<file path="src/rtl/core/pplr_pkg.sv">
// ----------------------------------------------------------------------------
// pplr_pkg: shared types and constants
// Grid geometry, store word layout, fit sequencer command types and states.
// ----------------------------------------------------------------------------
package pplr_pkg;

    // grid and field geometry (grid sizes are powers of two: address is {row, col})
    localparam int GRID_ROWS    = 64;
    localparam int GRID_COLUMNS = 64;
    localparam int MAX_DAYS     = 512;
    localparam int ROW_W        = 6;
    localparam int COL_W        = 6;
    localparam int DAY_W        = 9;
    localparam int SAMPLE_W     = 16;
    localparam int CFG_W        = 10;
    localparam int ADDR_W       = ROW_W + COL_W;
    localparam int DEPTH        = GRID_ROWS * GRID_COLUMNS;

    // store word: {sum_samples, sum_squared_samples, sum_day_weighted_samples}
    localparam int SUM_W  = 25;
    localparam int SQ_W   = 40;
    localparam int DW_W   = 34;
    localparam int WORD_W = SUM_W + SQ_W + DW_W;

    // fit datapath widths
    localparam int DP_W   = 64;
    localparam int PROD_W = 2 * DP_W;
    localparam int RAD_W  = 96;
    localparam int ROOT_W = RAD_W / 2;
    localparam int SREM_W = ROOT_W + 4;
    localparam int CNT_W  = 7;
    localparam int PC_W   = 5;

    // result field widths
    localparam int MEAN_W = 24;
    localparam int SLOPE_W = 32;
    localparam int ICPT_W = 32;
    localparam int CORR_W = 16;
    localparam int STAT_W = 2;

    typedef enum logic [STAT_W-1:0] {
        ST_FIT      = 2'd0,
        ST_COLD     = 2'd1,
        ST_ZERO_DEN = 2'd2
    } t_status;

    typedef enum logic [2:0] {
        OP_ADD,
        OP_SUB,
        OP_SHR1,
        OP_MUL,
        OP_DIV,
        OP_SQRT
    } t_op;

    typedef enum logic [4:0] {
        R_ONE, R_SIX, R_TWELVE, R_C300,
        R_SV, R_SXV, R_SV2, R_N, R_NP1, R_NM1, R_NN, R_NNP1,
        R_T, R_DEN, R_SX, R_A, R_B, R_NUM, R_VDEN, R_INUM, R_S,
        R_MEAN, R_SLOPE, R_ICPT, R_CORR
    } t_reg;

    typedef struct packed {
        t_op  op;
        t_reg a;
        t_reg b;
        t_reg dst;
    } t_cmd;

    typedef enum logic [2:0] {
        S_CLEAR,
        S_IDLE,
        S_ACC_WR,
        S_REP_LOAD,
        S_EXEC,
        S_WAIT,
        S_OUT
    } t_state;

    typedef enum logic [1:0] {
        U_IDLE,
        U_MUL,
        U_DIV,
        U_SQRT
    } t_unit;

    // named program points; the sequence branches at the mean, intercept, root and correlation points
    localparam logic [PC_W-1:0] PC_MEAN  = 5'd21;
    localparam logic [PC_W-1:0] PC_SLOPE = 5'd22;
    localparam logic [PC_W-1:0] PC_ICPT  = 5'd23;
    localparam logic [PC_W-1:0] PC_PROD  = 5'd24;
    localparam logic [PC_W-1:0] PC_SQRT  = 5'd25;
    localparam logic [PC_W-1:0] PC_CORR  = 5'd26;

    // controller to datapath
    typedef struct packed {
        logic    clr;
        logic    take;
        logic    acc_wr;
        logic    rep_load;
        logic    issue;
        t_cmd    cmd;
        logic    out_load;
        t_status status;
    } t_ctl;

    // datapath to controller
    typedef struct packed {
        logic clr_last;
        logic busy;
        logic cold;
        logic den_le0;
        logic vden_gt0;
        logic s_zero;
    } t_sts;

    typedef struct packed {
        logic signed [MEAN_W-1:0]  mean;
        logic signed [SLOPE_W-1:0] slope;
        logic signed [ICPT_W-1:0]  icpt;
        logic signed [CORR_W-1:0]  corr;
        t_status                   status;
    } t_result;

endpackage

</file>
<file path="src/rtl/core/pplr_ctrl.sv">
// ----------------------------------------------------------------------------
// pplr_ctrl: fit sequencer
// Clear sweep, accumulate and report sequencing, fit program and output slot.
// ----------------------------------------------------------------------------
module pplr_ctrl import pplr_pkg::*; (
    input  logic i_clk,
    input  logic i_rst_n,
    input  logic i_in_valid,
    input  logic i_in_opcode,
    input  logic i_out_ready,
    input  t_sts i_sts,
    output logic o_in_ready,
    output logic o_out_valid,
    output t_ctl o_ctl
);

    // fit program
    function automatic t_cmd prog(input logic [PC_W-1:0] pc);
        t_cmd c;
        case (pc)
            5'd0:    c = '{op: OP_ADD,  a: R_N,    b: R_ONE,    dst: R_NP1};
            5'd1:    c = '{op: OP_SUB,  a: R_N,    b: R_ONE,    dst: R_NM1};
            5'd2:    c = '{op: OP_MUL,  a: R_N,    b: R_N,      dst: R_NN};
            5'd3:    c = '{op: OP_MUL,  a: R_NN,   b: R_NP1,    dst: R_NNP1};
            5'd4:    c = '{op: OP_MUL,  a: R_NN,   b: R_NM1,    dst: R_T};
            5'd5:    c = '{op: OP_MUL,  a: R_T,    b: R_NP1,    dst: R_T};
            5'd6:    c = '{op: OP_DIV,  a: R_T,    b: R_TWELVE, dst: R_DEN};
            5'd7:    c = '{op: OP_MUL,  a: R_N,    b: R_NM1,    dst: R_SX};
            5'd8:    c = '{op: OP_SHR1, a: R_SX,   b: R_ONE,    dst: R_SX};
            5'd9:    c = '{op: OP_MUL,  a: R_N,    b: R_SXV,    dst: R_A};
            5'd10:   c = '{op: OP_MUL,  a: R_SX,   b: R_SV,     dst: R_B};
            5'd11:   c = '{op: OP_SUB,  a: R_A,    b: R_B,      dst: R_NUM};
            5'd12:   c = '{op: OP_MUL,  a: R_N,    b: R_SV2,    dst: R_A};
            5'd13:   c = '{op: OP_MUL,  a: R_SV,   b: R_SV,     dst: R_B};
            5'd14:   c = '{op: OP_SUB,  a: R_A,    b: R_B,      dst: R_VDEN};
            5'd15:   c = '{op: OP_MUL,  a: R_SV,   b: R_N,      dst: R_A};
            5'd16:   c = '{op: OP_MUL,  a: R_A,    b: R_NP1,    dst: R_A};
            5'd17:   c = '{op: OP_MUL,  a: R_SIX,  b: R_NUM,    dst: R_B};
            5'd18:   c = '{op: OP_SUB,  a: R_A,    b: R_B,      dst: R_INUM};
            5'd19:   c = '{op: OP_MUL,  a: R_N,    b: R_C300,   dst: R_T};
            5'd20:   c = '{op: OP_ADD,  a: R_SV,   b: R_T,      dst: R_T};
            5'd21:   c = '{op: OP_DIV,  a: R_SV,   b: R_N,      dst: R_MEAN};
            5'd22:   c = '{op: OP_DIV,  a: R_NUM,  b: R_DEN,    dst: R_SLOPE};
            5'd23:   c = '{op: OP_DIV,  a: R_INUM, b: R_NNP1,   dst: R_ICPT};
            5'd24:   c = '{op: OP_MUL,  a: R_DEN,  b: R_VDEN,   dst: R_T};
            5'd25:   c = '{op: OP_SQRT, a: R_T,    b: R_T,      dst: R_S};
            5'd26:   c = '{op: OP_DIV,  a: R_NUM,  b: R_S,      dst: R_CORR};
            default: c = '{op: OP_ADD,  a: R_ONE,  b: R_ONE,    dst: R_T};
        endcase
        return c;
    endfunction

    t_state            r_state, n_state;
    logic [PC_W-1:0]   r_pc, n_pc;
    t_status           r_status, n_status;
    logic              r_out_valid, n_out_valid;

    // next state
    always_comb begin
        n_state  = r_state;
        n_pc     = r_pc;
        n_status = r_status;
        case (r_state)
            S_CLEAR:    if (i_sts.clr_last) n_state = S_IDLE;
            S_IDLE: begin
                if (i_in_valid) n_state = i_in_opcode ? S_REP_LOAD : S_ACC_WR;
            end
            S_ACC_WR:   n_state = S_IDLE;
            S_REP_LOAD: begin
                n_state  = S_EXEC;
                n_pc     = '0;
                n_status = ST_FIT;
            end
            S_EXEC:     n_state = S_WAIT;
            S_WAIT: begin
                if (!i_sts.busy) begin
                    n_state = S_EXEC;
                    n_pc    = r_pc + PC_W'(1);
                    case (r_pc)
                        PC_MEAN: begin
                            if (i_sts.cold) begin
                                n_status = ST_COLD;
                                n_state  = S_OUT;
                            end else if (i_sts.den_le0) begin
                                n_status = ST_ZERO_DEN;
                                n_state  = S_OUT;
                            end
                        end
                        PC_ICPT:  if (!i_sts.vden_gt0) n_state = S_OUT;
                        PC_SQRT:  if (i_sts.s_zero) n_state = S_OUT;
                        PC_CORR:  n_state = S_OUT;
                        default: ;
                    endcase
                end
            end
            S_OUT:      if (!r_out_valid || i_out_ready) n_state = S_IDLE;
            default:    n_state = S_IDLE;
        endcase
    end

    // outputs
    always_comb begin
        o_in_ready        = (r_state == S_IDLE);
        o_ctl.clr         = (r_state == S_CLEAR);
        o_ctl.take        = (r_state == S_IDLE) && i_in_valid;
        o_ctl.acc_wr      = (r_state == S_ACC_WR);
        o_ctl.rep_load    = (r_state == S_REP_LOAD);
        o_ctl.issue       = (r_state == S_EXEC);
        o_ctl.cmd         = prog(r_pc);
        o_ctl.out_load    = (r_state == S_OUT) && (!r_out_valid || i_out_ready);
        o_ctl.status      = r_status;
        n_out_valid       = o_ctl.out_load ? 1'b1 : (i_out_ready ? 1'b0 : r_out_valid);
    end

    assign o_out_valid = r_out_valid;

    // state registers
    always_ff @(posedge i_clk) begin
        if (!i_rst_n) begin
            r_state     <= S_CLEAR;
            r_pc        <= '0;
            r_status    <= ST_FIT;
            r_out_valid <= 1'b0;
        end else begin
            r_state     <= n_state;
            r_pc        <= n_pc;
            r_status    <= n_status;
            r_out_valid <= n_out_valid;
        end
    end

    // checks
    a_idle_not_busy: assert property (@(posedge i_clk) disable iff (!i_rst_n)
        (r_state == S_IDLE) |-> !i_sts.busy)
        else $error("unit busy while accepting words");

    a_issue_free: assert property (@(posedge i_clk) disable iff (!i_rst_n)
        o_ctl.issue |-> !i_sts.busy)
        else $error("command issued to busy unit");

    a_out_slot: assert property (@(posedge i_clk) disable iff (!i_rst_n)
        o_ctl.out_load |-> (!r_out_valid || i_out_ready))
        else $error("output word overwritten");

    a_clear_once: assert property (@(posedge i_clk) disable iff (!i_rst_n)
        (r_state != S_CLEAR) |=> (r_state != S_CLEAR))
        else $error("clear sweep restarted without reset");

endmodule

</file>
<file path="config.mk">
export PLATFORM = sky130hd
export DESIGN_NAME = pplr_ctrl
export DESIGN_NICKNAME = d
export VERILOG_FILES = /design/src/rtl/core/pplr_pkg.sv /design/src/rtl/core/pplr_ctrl.sv
export SDC_FILE = /design/constraint.sdc
export NUM_CORES = 1
export LEC_CHECK = 0
export BUFFER_PORTS_ARGS = -buffer_cell sky130_fd_sc_hd__buf_2
export CAP_MARGIN = 10
export CORE_MARGIN = 10
export CORE_UTILIZATION = 51
export CTS_BUF_LIST = sky130_fd_sc_hd__clkbuf_8
export DETAILED_ROUTE_END_ITERATION = 10
export MAX_ROUTING_LAYER = met4
export PLACE_DENSITY_LB_ADDON = 0.3
export SETUP_SLACK_MARGIN = 0.4
export SYNTH_ARGS = -nofsm -noshare
export SYNTH_HDL_FRONTEND = slang
export SYNTH_SLANG_ARGS = --single-unit
</file>
<file path="constraint.sdc">
create_clock -name i_clk -period 3.05 [get_ports i_clk]
set_clock_uncertainty 0.15 [all_clocks]
set_input_delay 0.305 -clock i_clk [delete_from_list [all_inputs] [get_ports i_clk]]
set_output_delay 0.305 -clock i_clk [all_outputs]
set_load 0.05 [all_outputs]
</file>
Word-level counts from Yosys, hierarchy flattened
Memory sizes are Yosys's and may differ from the RTL's. A register that Yosys moved wholly into a read port is not among the register bits.
Index checks and enable logic that the tools add are counted.
{"block": "totals", "elab_cells": 54, "n_memories": 1, "mem_bits_ro": 576, "in_bits": 11, "out_inout_bits": 28, "register_bits": 11}
{"block": "classes", "n_mux": 22, "n_addsub": 1, "eq_ne": 16, "reduce_logical": 10}
{"name": "(name not given)", "depth": 32, "width": 18, "read_ports": 1, "rd_ports_with_merged_regs": 1, "write_ports": 0, "line": "pplr_ctrl.sv:20", "text": "case (pc)"}
{"operator": "5-bit == test (second input constant)", "n": 4}
{"operator": "3-bit case mux with 6 select lines", "n": 1}
{"operator": "2-bit two-way mux", "n": 8}
{"operator": "5-bit two-way mux", "n": 3}
{"operator": "3-bit two-way mux", "n": 4}
{"operator": "5-bit case mux with 2 select lines", "n": 1}
{"operator": "3-bit == test (second input constant)", "n": 3}
{"operator": "2-bit != test (second input constant)", "n": 4}
{"operator": "2-bit case mux with 4 select lines", "n": 1}
{"operator": "4-bit AND reduction", "n": 2}
{"operator": "3-bit by 2-bit == test with 1-bit output (second input constant)", "n": 2}
{"operator": "5-bit by 1-bit adder with 5-bit output (second input constant)", "n": 1}
{"operator": "2-bit case mux with 2 select lines", "n": 1}
{"operator": "2-bit nonzero test", "n": 2}
{"operator": "3-bit by 1-bit == test with 1-bit output (second input constant)", "n": 1}
{"operator": "3-bit zero test", "n": 1}
{"operator": "1-bit two-way mux", "n": 3}
{"operator": "3-bit != test (second input constant)", "n": 1}
{"operator": "1-bit logical AND", "n": 2}
{"operator": "2-bit by 1-bit != test with 1-bit output (second input constant)", "n": 1}
{"operator": "2-bit AND reduction", "n": 1}
{"operator": "1-bit zero test", "n": 1}
{"operator": "1-bit logical OR", "n": 1}

Longest topological paths before layout
{"block": "depth", "depth_word": 5, "ltp_mapped": 10, "mapped_depth_nobuf": 10}

Worst setup path before layout
Ideal clock, no wire load.
{"block": "synth_timing", "path_type": "reg2reg", "from": "register r_pc[0]", "to": "register o_ctl[13] (netlist name)", "setup_slack_ps": 443, "setup_ps": 122, "arrival_ps": 2334, "path_buffers": 0, "required_ps": 2778, "stages_incl_launch_ff": 11, "period_less_slack_ps": 2607, "path_cell_list": "dfxtp_1 inv_1 ha_1 nand4bb_1 a21oi_1 o21a_2 inv_1 ha_1 or3_1 a21oi_1 a21oi_1"}
{"block": "synth_between", "elab_chain_cells": 5}
{"element": "start: declaration", "line": "pplr_ctrl.sv:54", "text": "logic [PC_W-1:0] r_pc, n_pc;"}
{"element": "start signal: assignment", "line": "pplr_ctrl.sv:126", "text": "r_pc <= n_pc;"}
{"element": "5-bit by 1-bit adder with 5-bit output", "line": "pplr_ctrl.sv:78", "text": "n_pc = r_pc + PC_W'(1);"}
{"element": "5-bit two-way mux", "line": "pplr_ctrl.sv:76", "text": "if (!i_sts.busy) begin"}
{"element": "5-bit case mux with 2 select lines", "line": "pplr_ctrl.sv:63", "text": "case (r_state)"}
{"element": "5-bit two-way mux (no line) * (2 in series)"}
Mark *: on every way between the ends. The rest lies on a longest branch, timed or not. The select of a mux whose other input is x is not followed.
A chain may end at the register's enable or synchronous reset.

Worst setup path in the final report
{"block": "layout_timing", "from": "register r_pc[0]", "to": "register o_ctl[14] (netlist name)"}
{"block": "layout_between", "elab_chain_cells": 5}
{"element": "5-bit by 1-bit adder with 5-bit output", "line": "pplr_ctrl.sv:78"}
{"element": "5-bit two-way mux", "line": "pplr_ctrl.sv:76"}
{"element": "5-bit case mux with 2 select lines", "line": "pplr_ctrl.sv:63"}
{"element": "5-bit two-way mux (no line) * (2 in series)"}
Marked as above.

==> flow_metrics.tcl <==
set metrics [dict create \
    power.ir.vdd_worst_mv 0.237 \
    run_status "finished clean" \
    hold_path_class "in -> reg" \
    period_minus_slack_ps 2490 \
    h-tree-depth 2 \
    first_iter_violations 242 \
    synth_cells 254 \
    ios 39 \
    syn-mean-instance-area_um2 8.21 \
    drive_gt1_share_pct 28.0 \
    drt-vias-per-instance 6.12 \
    ant_nets 0 \
    worst-endpoint-arrival_ps 2500 \
    dpl.cell_count 329 \
    cts.clk_slew.worst_paths_ps 60 \
    seqCellArea_um2 586 \
    synth.yosys.warnings 0 \
    synth_area_mm2 0.00208 \
    share_seq_of_total_power_pct 44.1 \
    critPathMaxFanout 6 \
    dp_worst_setup_slack_ps 212 \
    core.rowCount 23 \
    cts-root-to-sink-buffers 2 \
    maxCapViolations 0 \
    ffs_latches_synth 29 \
    cts.root.buffer_cell "clkbuf_8" \
    totalNegativeSetupSlack_ps 0 \
    slew-limit-headroom_pct 66.3 \
    grt_pass1_wl_um 9360 \
    startpoint_type "flip-flop" \
    route.detailed.drc 0 \
    cts_inserted_buffers 5 \
    detailed_place_hpwl_um 4020 \
    setup.worst_path.class "reg -> reg" \
    syn2layout_area_growth_pct 16.4 \
    netSwitchingFraction_pct 23.3 \
    max_freq_mhz 401 \
    first_global_vias 1845 \
    initial_core_util_pct 52.5 \
    routed-via-count 2075 \
    yosys_most_used_dff "dfxtp_1" \
    p_leak_nw 1.07 \
    hp-start "i_out_ready" \
    synthesis.nets 277 \
    synthArstFlopShare_pct 0 \
    hold_path_end "o_out_valid" \
    instances_no_fill 339 \
    ys_seq_area_share_pct 27.9 \
    r2r-start "r_pc[0]" \
    drt-total-wl_um 5720 \
    core-area_mm2 0.00397 \
    whs_path_depth 3 \
    synthTopCellsByArea "dfxtp_1 28%, ha_1 7.2%, a21oi_1 4.8%, nor2_1 4.0%, buf_6 3.2%" \
    internal_power_summed_over_all_cells_mw 0.673 \
    regToRegEndpoint "o_ctl[14]" \
    postLayoutSetupSlackWorst_ps 556 \
    area_after_dpl_mm2 0.00225 \
    buffer_ports.inserted 38 \
    p_sw_mw 0.204 \
    globalRouteTotalUtil_pct 16.0 \
    post_synth_num_cell_types 59 \
    cp_capture_type "flip-flop" \
    combPwrFrac_pct 9.7 \
    routed_wire_length_per_instance_um 16.9 \
    finalWeightedCongestion 0.877 \
    period_utilization_pct 81.8 \
    setup_viol_count_final 0 \
    num-fill-cells 352 \
    worst_skew_pair.late_latency_ps 280 \
    die-area_mm2 0.00704 \
    antenna_cells_inserted 0 \
    number_of_antenna_violations_at_the_first_check_in_global_routing 0 \
    final_cell_area_mm2 0.00243 \
    cellPowerDensity_mw_per_mm2 361 \
    netlist.area_leader.share_pct 27.9 \
    clock_sink_count 29 \
    maximum_number_of_pins_on_one_net_before_global_route_repair 24 \
    die_width_um 83.9 \
    multi_input_comb_area_mm2 0.00135 \
    reg2reg_setup_slack_ps 560 \
    tritoncts "yes" \
    finalHoldViolations 0 \
    worst-slew-pin-transition_ps 504 \
    post_synth_edffs 0 \
    clock_power_share_pct 46.3 \
    cp_data_required_time_ps 3050 \
    firstDrtPassIters 6 \
    slew_viols_final 0 \
    synthDominantAreaCellType "dfxtp_1" \
    final_net_count 311 \
    grt_setup_unrepaired "false" \
    overflow 0 \
    worst-r2r-cell-count 10 \
    timing.hold.ws_ps 217 \
    die_h_um 83.9 \
]
through the flow:
stage          utilization [%]  total power, mW
4_1_cts                   59.9            0.882
3_3_place_gp              56.7            0.476
3_5_place_dp              56.7            0.477
5_1_grt                   61.1            0.917
2_1_floorplan                -            0.453
6_report                  61.1            0.877
routing by layer:
layer  share of wire, %  vias up  wire length, um  global-route usage [%]
met1                 46      956             2640                    21.3
met4                1.5        0               87                    4.41
li1                   -      989                -                       -
met5                  0        -                0                       -
met3                7.1       12              408                    3.71
met2                 45      118             2590                    23.5
worst max-delay path: stages, from the launching register on:
cell       delay [ps]
dfxtp_4           370
inv_1              60
ha_1              270
nand4bb_1         210
a21oi_2           200
o21a_2            160
inv_1             100
ha_2              240
or3_4             410
a21oi_1           150
a21oi_1            50
final cells by class:
class                      count  area share, %
inverter                      12           1.91
tap                           50           2.58
timing repair buffer          48           10.9
multi-input combinational    192           55.7
sequential                    29           24.1
clock buffer                   6           3.40
clock inverter                 2           1.39
repair_timing:
| item | in CTS | in global routing |
|---|---|---|
| setup buffers | 1 | 1 |
| pin swaps | 1 | 2 |
| gates resized for setup | 1 | 9 |
| hold buffers | 0 | 0 |
| setup endpoints to repair | 5 | 14 |
kinds of logic (layout without fill, tap and decap cells):
| logic type | after synthesis | count (layout) | share of synthesized area (%) |
|---|---|---|---|
| AND/OR/NAND/NOR | 91 | 91 | 24.7 |
| adder cells (fa/ha/maj) | 13 | 13 | 7.68 |
| AO/OA/AOI/OAI | 76 | 76 | 24.0 |
| buffers and inverters | 33 | 68 | 9.18 |
| flip-flops | 29 | 29 | 27.9 |
| multiplexers | 12 | 12 | 6.60 |
cells in the final DEF (no fill, tap or decap), types with 2 or more instances in the layout:
cell type	synthesis	routed
buf_2	5	38
dfxtp_1	29	27
nor2_1	22	22
a21oi_1	20	18
o21ai_0	12	12
nor3_1	12	12
nand2_1	11	11
nand3_1	11	11
ha_1	12	10
buf_4	4	10
inv_1	8	9
nor2b_1	7	7
o22ai_1	6	6
mux2i_1	6	6
clkbuf_8	0	6
nand2b_1	5	5
and3_1	5	5
o211ai_1	5	5
a31oi_1	5	5
o21ai_1	4	4
mux2_2	3	3
a22oi_1	3	3
nand3b_1	2	2
nor3b_1	2	2
nand4bb_1	2	2
a21oi_2	0	2
nand4b_1	2	2
inv_2	2	2
mux2_4	2	2
a211oi_1	2	2
nand2_2	2	2
o32ai_1	2	2
a21o_1	2	2
o21a_1	2	2
registers in the layout, indices dropped and copies added (netlist names):
signal / cells
o_ctl: 18
o_out_valid: 1
r_pc: 5
r_state: 3
r_status: 2
Yosys cell counts, types with 2 or more instances:
| cell type | n |
|---|---|
| dfxtp_1 | 29 |
| nor2_1 | 22 |
| a21oi_1 | 20 |
| ha_1 | 12 |
| nor3_1 | 12 |
| o21ai_0 | 12 |
| nand2_1 | 11 |
| nand3_1 | 11 |
| inv_1 | 8 |
| nor2b_1 | 7 |
| buf_6 | 6 |
| clkbuf_1 | 6 |
| mux2i_1 | 6 |
| o22ai_1 | 6 |
| a31oi_1 | 5 |
| and3_1 | 5 |
| buf_2 | 5 |
| nand2b_1 | 5 |
| o211ai_1 | 5 |
| buf_4 | 4 |
| o21ai_1 | 4 |
| a22oi_1 | 3 |
| mux2_2 | 3 |
| a211oi_1 | 2 |
| a21o_1 | 2 |
| inv_2 | 2 |
| mux2_4 | 2 |
| nand2_2 | 2 |
| nand3b_1 | 2 |
| nand4b_1 | 2 |
| nand4bb_1 | 2 |
| nor3b_1 | 2 |
| o21a_1 | 2 |
| o32ai_1 | 2 |
power by group through the flow:
stage                     registers (mW)  logic [mW]  clock network, mW
final                              0.387      0.0847              0.406
after global routing               0.387      0.0907              0.440
after CTS                          0.387      0.0816              0.413
after detailed placement           0.396      0.0814                  0
after global placement             0.396      0.0798                  0
after floorplan                    0.393      0.0600                  0
worst max path at each step:
| stage | cells past startpoint | slack [ps] | from | endpoint |
|---|---|---|---|---|
| 6_report | 10 | 560 | r_pc[0] | o_ctl[14] |
| 5_1_grt | 10 | 430 | r_pc[0] | o_ctl[14] |
| 2_1_floorplan | 10 | 440 | r_pc[0] | o_ctl[13] |
| 3_3_place_gp | 10 | 310 | r_pc[0] | o_ctl[13] |
| 3_5_place_dp | 10 | 210 | r_pc[0] | o_ctl[13] |
| 4_1_cts | 10 | 440 | r_pc[0] | o_ctl[13] |
Power figures use the tool's default switching activity.
